`src/aabb_pkg.sv`:
```
package aabb_pkg;

    localparam int COORD_W   = 32;
    localparam int COEF_W    = 16;
    localparam int ROW_W     = 3 * COEF_W;
    localparam int PROD_W    = COORD_W + COEF_W;
    localparam int SUM_W     = PROD_W + 2;
    localparam int COEF_FRAC = 12;
    localparam int ROUND_BIAS = 1 << (COEF_FRAC - 1);
    localparam int NUM_AXES  = 3;
    localparam int NUM_STAGES = 4;

    typedef logic signed [COORD_W-1:0] coord_t;
    typedef logic signed [COEF_W-1:0]  coef_t;
    typedef logic        [ROW_W-1:0]   row_t;
    typedef logic signed [PROD_W-1:0]  prod_t;
    typedef logic signed [SUM_W-1:0]   sum_t;

    typedef struct packed {
        logic [NUM_STAGES-1:0] load;
    } stage_ctl_t;

    localparam int QUOT_W = SUM_W - COEF_FRAC;

    // round-half-up already added, drop fraction and clamp to 32 bits
    function automatic coord_t shift_sat(input sum_t s);
        logic signed [QUOT_W-1:0] q;
        logic                     fits;
        coord_t                   r;
        q    = $signed(s[SUM_W-1:COEF_FRAC]);
        fits = (&q[QUOT_W-1:COORD_W-1]) || !(|q[QUOT_W-1:COORD_W-1]);
        if (fits)
        begin
            r = q[COORD_W-1:0];
        end
        else if (q[QUOT_W-1])
        begin
            r = {1'b1, {(COORD_W-1){1'b0}}};
        end
        else
        begin
            r = {1'b0, {(COORD_W-1){1'b1}}};
        end
        return r;
    endfunction

endpackage

```
`src/aabb_pipe_ctrl.sv`:
```
module aabb_pipe_ctrl (
    input  logic                 clk,
    input  logic                 rst_n,
    input  logic                 in_valid,
    output logic                 in_ready,
    output logic                 out_valid,
    input  logic                 out_ready,
    output aabb_pkg::stage_ctl_t ctl
);
    import aabb_pkg::*;

    logic [NUM_STAGES-1:0] valid_reg;
    logic [NUM_STAGES-1:0] valid_next;
    logic [NUM_STAGES:0]   stage_ready;

    // a stage takes new data when empty or when its contents move on
    always_comb
    begin
        stage_ready[NUM_STAGES] = out_ready;
        for (int k = NUM_STAGES - 1; k >= 0; k--)
        begin
            stage_ready[k] = !valid_reg[k] || stage_ready[k+1];
        end
        for (int k = 0; k < NUM_STAGES; k++)
        begin
            if (k == 0)
            begin
                valid_next[k] = stage_ready[k] ? in_valid : valid_reg[k];
            end
            else
            begin
                valid_next[k] = stage_ready[k] ? valid_reg[k-1] : valid_reg[k];
            end
        end
        ctl.load = stage_ready[NUM_STAGES-1:0];
    end

    always_ff @(posedge clk or negedge rst_n)
    begin
        if (!rst_n)
        begin
            valid_reg <= '0;
        end
        else
        begin
            valid_reg <= valid_next;
        end
    end

    assign in_ready  = stage_ready[0];
    assign out_valid = valid_reg[NUM_STAGES-1];

endmodule

```
`config.mk`:
```
export PLATFORM = sky130hd
export DESIGN_NAME = aabb_pipe_ctrl
export DESIGN_NICKNAME = d
export VERILOG_FILES = /design/src/aabb_pkg.sv /design/src/aabb_pipe_ctrl.sv
export SDC_FILE = /design/constraint.sdc
export NUM_CORES = 1
export LEC_CHECK = 0
export BUFFER_PORTS_ARGS = -buffer_cell sky130_fd_sc_hd__buf_4
export CAP_MARGIN = 15
export CORE_AREA = 4 4 41 43
export DETAILED_ROUTE_END_ITERATION = 12
export DIE_AREA = 0 0 45 47
export HOLD_SLACK_MARGIN = 0.08
export PLACE_DENSITY_LB_ADDON = 0.08
export SLEW_MARGIN = 10
export SYNTH_ARGS = -nofsm -noshare
export SYNTH_HDL_FRONTEND = slang
export SYNTH_SLANG_ARGS = --single-unit
export TNS_END_PERCENT = 20
```
`constraint.sdc`:
```
create_clock -name clk -period 1.2 [get_ports clk]
set_clock_uncertainty 0.1 [all_clocks]
set_input_delay 0.24 -clock clk [delete_from_list [all_inputs] [get_ports clk]]
set_output_delay 0.24 -clock clk [all_outputs]
set_load 0.01 [all_outputs]
```
== Word level (Yosys, flattened, before mapping) ==
Cells that the tools add are included.

* Register bits: 4
* Bits of input ports: 4
* Output and inout bits: 6
* Word-level logic and storage cells: 12

* Reductions and logical operators: 8

{| class="wikitable"
|+ Operators with widths
! operator !! count
|-
| zero test 1 bit || 4
|-
| logical OR 1 bit || 4
|}

== Depth between registers and ports, before layout ==
* Depth after elaboration: 5
* Depth in mapped cells: 3
* Gate-level depth less buffers: 3

== Worst setup path after synthesis ==
Ideal clock, no wire load.

* Kind: register to output
* Start: register valid_reg[3]
* End: output ctl[0] in the netlist's numbering
* Arrival time: 941 ps
* Data required time: 860 ps
* Setup slack: -81 ps
* Cell stages (with the launch flop): 4
* Path buffers: 1
* Path through: dfrtp_1 -> nor2b_4 -> nand4_1 -> buf_4

* Cells in the longest elaborated chain, start to end: 5

{| class="wikitable"
|+ Ends and longest elaborated chain
! element !! line !! source
|-
| start: declaration || aabb_pipe_ctrl.sv:12 || <nowiki>logic [NUM_STAGES-1:0] valid_reg;</nowiki>
|-
| start signal: assignment || aabb_pipe_ctrl.sv:46 || <nowiki>valid_reg <= valid_next;</nowiki>
|-
| zero test 1 bit || aabb_pipe_ctrl.sv:22 || <nowiki>stage_ready[k] = !valid_reg[k] || stage_ready[k+1];</nowiki>
|-
| logical OR 1 bit (4 in series) || aabb_pipe_ctrl.sv:22 ||
|-
| end: declaration || aabb_pipe_ctrl.sv:8 || <nowiki>output aabb_pkg::stage_ctl_t ctl</nowiki>
|}

Every way passes these cells.

== Worst setup path in the final report ==
* Start: register valid_reg[3]
* End: output in_ready

* Cells in the longest elaborated chain, start to end: 5

{| class="wikitable"
|+ Ends and longest elaborated chain
! element !! line !! source
|-
| zero test 1 bit || aabb_pipe_ctrl.sv:22 ||
|-
| logical OR 1 bit (4 in series) || aabb_pipe_ctrl.sv:22 ||
|-
| end: declaration || aabb_pipe_ctrl.sv:5 || <nowiki>output logic in_ready,</nowiki>
|}

Every way passes these cells.

==> metrics.yaml <==
cells_and_area:
  n_fill_cell: 147
  n_antenna_cell: 0
  layout_commonest_cell: "buf_4"
  fin_cells: 43
  nets: 34
  area_growth_pct: 73.8
  final_cell_mix: "10 x buf_4, 4 x dfrtp_1, 3 x nand2b_1, 3 x clkbuf_4"
  post-route-util: 0.236
  largest_reg_flops: 4
  drive_above_1_share: 0.536
grt:
  first_global_vias: 152
  antenna_found_initial: 0
  overflow: 0
  grt_max_degree: 6
  grt_first_pass_wirelength_um: 683
  gr-usage-all-layers: 0.0548
timing:
  maxSlewViolCount: 0
  setup_viol: 5
  post-route-period-util: 1.14
  setup_slack_ns: -0.164
  fmax_ghz: 0.733
  min_period_ns: 1.36
  relSlewSlack: 0.899
  rsz0062_at_grt: "true"
  setup_tns_ns: -0.652
  tightest_slew_ns: 0.152
  hold_violations: 0
drt:
  dr.pass1.iters: 2
  ant_nets: 0
  totalWireLength_um: 407
  drc: 0
  via_count: 152
  via_per_inst: 3.53
  wl_per_cell_um: 9.47
  drtIter0Drc: 1
cts:
  cts_buffers: 3
  clockBufferDepth: 2
  worstSkewPairLatency_ns: 0.23
  cts.sinks: 4
  clk_pin_slew_ns: 0.04
  tritoncts: "yes"
  cts-root-buf: "clkbuf_4"
  htree_levels: 1
logic_synthesis:
  syn-mean-instance-area_um2: 12.6
  ys_ff_latch: 4
  yosysWarningCount: 0
  netlist_area_um2: 176
  syn-num-nets: 18
  netlist-cell-type-count: 9
  syn_inst: 14
  synth-seq-area-share: 0.567
power_and_ir_drop:
  pwr-share-comb: 0.220
  p_total_uw: 420
  powerDensity_nw_per_um2: 1370
  pwr-share-seq: 0.387
  p_sw_uw: 103
  p_int_uw: 317
  leakage_uw: 0.000146
  switching_share: 0.244
  ir_drop_uv: 337
  p_clk_frac: 0.393
place:
  gp_congestion: 0.629
  dp_slack_ns: 0.0656
  dp_hpwl_um: 337
  dp.cells: 38
  io_buffers: 9
floorplanning:
  core_region_area_um2: 1300
  ios: 10
  initial_core_util: 0.136
  die_x_um: 45
  dieArea_um2: 2120
  die_h_um: 47
  rows: 13
worst_setup_path:
  arrival_ns: 1.02
  crit_path_end_kind: "output port"
  crit_type: "register to output port"
  cp-start-kind: "register"
  required_ns: 0.86
  r2r_slack_ns: 0.13
  cp_max_fo: 3
worst_hold_path:
  hold_class: "primary input to register"
flow_run:
  drv_cap: 0
run_status:
  violations: "negative setup slack"
  outcome: "finished with violations"
## stage by stage
stage / hold WS (ns) / cell area [um^2]
after floorplan: -0.156 / 176
after global placement: -0.0581 / 263
after detailed placement: -0.0598 / 263
after CTS: 0.0823 / 295
after global routing: 0.105 / 307
final: 0.0911 / 307
## layer usage
layer	wire length, um	up-vias	GRT usage
met3	63	2	0.0498
met4	4	0	0.0877
met2	186	6	0.0650
met5	0	-	0
li1	-	76	-
met1	153	68	0.0415
## logic make-up (layout without fill, tap and decap cells)
logic type	Yosys count	after routing	share of synthesized area
compound gates	1	1	0.0567
buf+inv	2	16	0.0638
flops	4	4	0.567
simple gates	7	7	0.312
## synth_stat cells (all sizes together)
cell type / count / share of area
nand2b: 3 / 0.11
nor2b: 1 / 0.078
nand3b: 1 / 0.043
buf: 1 / 0.043
inv: 1 / 0.021
nand4: 1 / 0.035
dfrtp: 4 / 0.57
nand4b: 1 / 0.050
a41o: 1 / 0.057
## cell type report
cell class,instances,area [um^2],share of cell area
Sequential cell,4,100,0.327
Multi-Input combinational cell,8,65.1,0.212
Tap cell,15,18.8,0.0612
Clock buffer,3,22.5,0.0735
Inverter,1,3.75,0.0122
Timing Repair Buffer,12,96.3,0.314
## path summary, 6_finish.rpt
| kind | startpoint | to | cells past startpoint |
|---|---|---|---|
| max in group asynchronous | rst_n | valid_reg[1]$_DFFE_PN0P_ | 2 |
| min in group asynchronous | rst_n | valid_reg[3]$_DFFE_PN0P_ | 2 |
| setup / recovery | valid_reg[3]$_DFFE_PN0P_ | in_ready | 3 |
| setup reg to reg | valid_reg[3]$_DFFE_PN0P_ | valid_reg[0]$_DFFE_PN0P_ | 3 |
| hold reg to reg | valid_reg[0]$_DFFE_PN0P_ | valid_reg[1]$_DFFE_PN0P_ | 1 |
| hold / removal | in_valid | valid_reg[0]$_DFFE_PN0P_ | 2 |
## power by group through the flow
stage | sequential, uW | combinational [uW] | clock, uW
6_report | 163 | 92.3 | 165
5_1_grt | 165 | 101 | 192
4_1_cts | 163 | 87.9 | 177
3_5_place_dp | 164 | 85.1 | 0
3_3_place_gp | 165 | 86.0 | 0
2_1_floorplan | 163 | 38.9 | 0
## worst max-delay path: stages, from the launching register on
cell and delay (ns):
dfrtp_1 0.35, nor2b_4 0.16, nand4_1 0.11, buf_4 0.17
## timing repair
item,CTS,global route
hold endpoints to repair,4,0
endpoints found under the setup margin,5,5
buffers inserted,0,1
gates resized for setup,0,1
hold buffers,1,0
pin swaps,0,0
(Power assumes the default switching activity.)
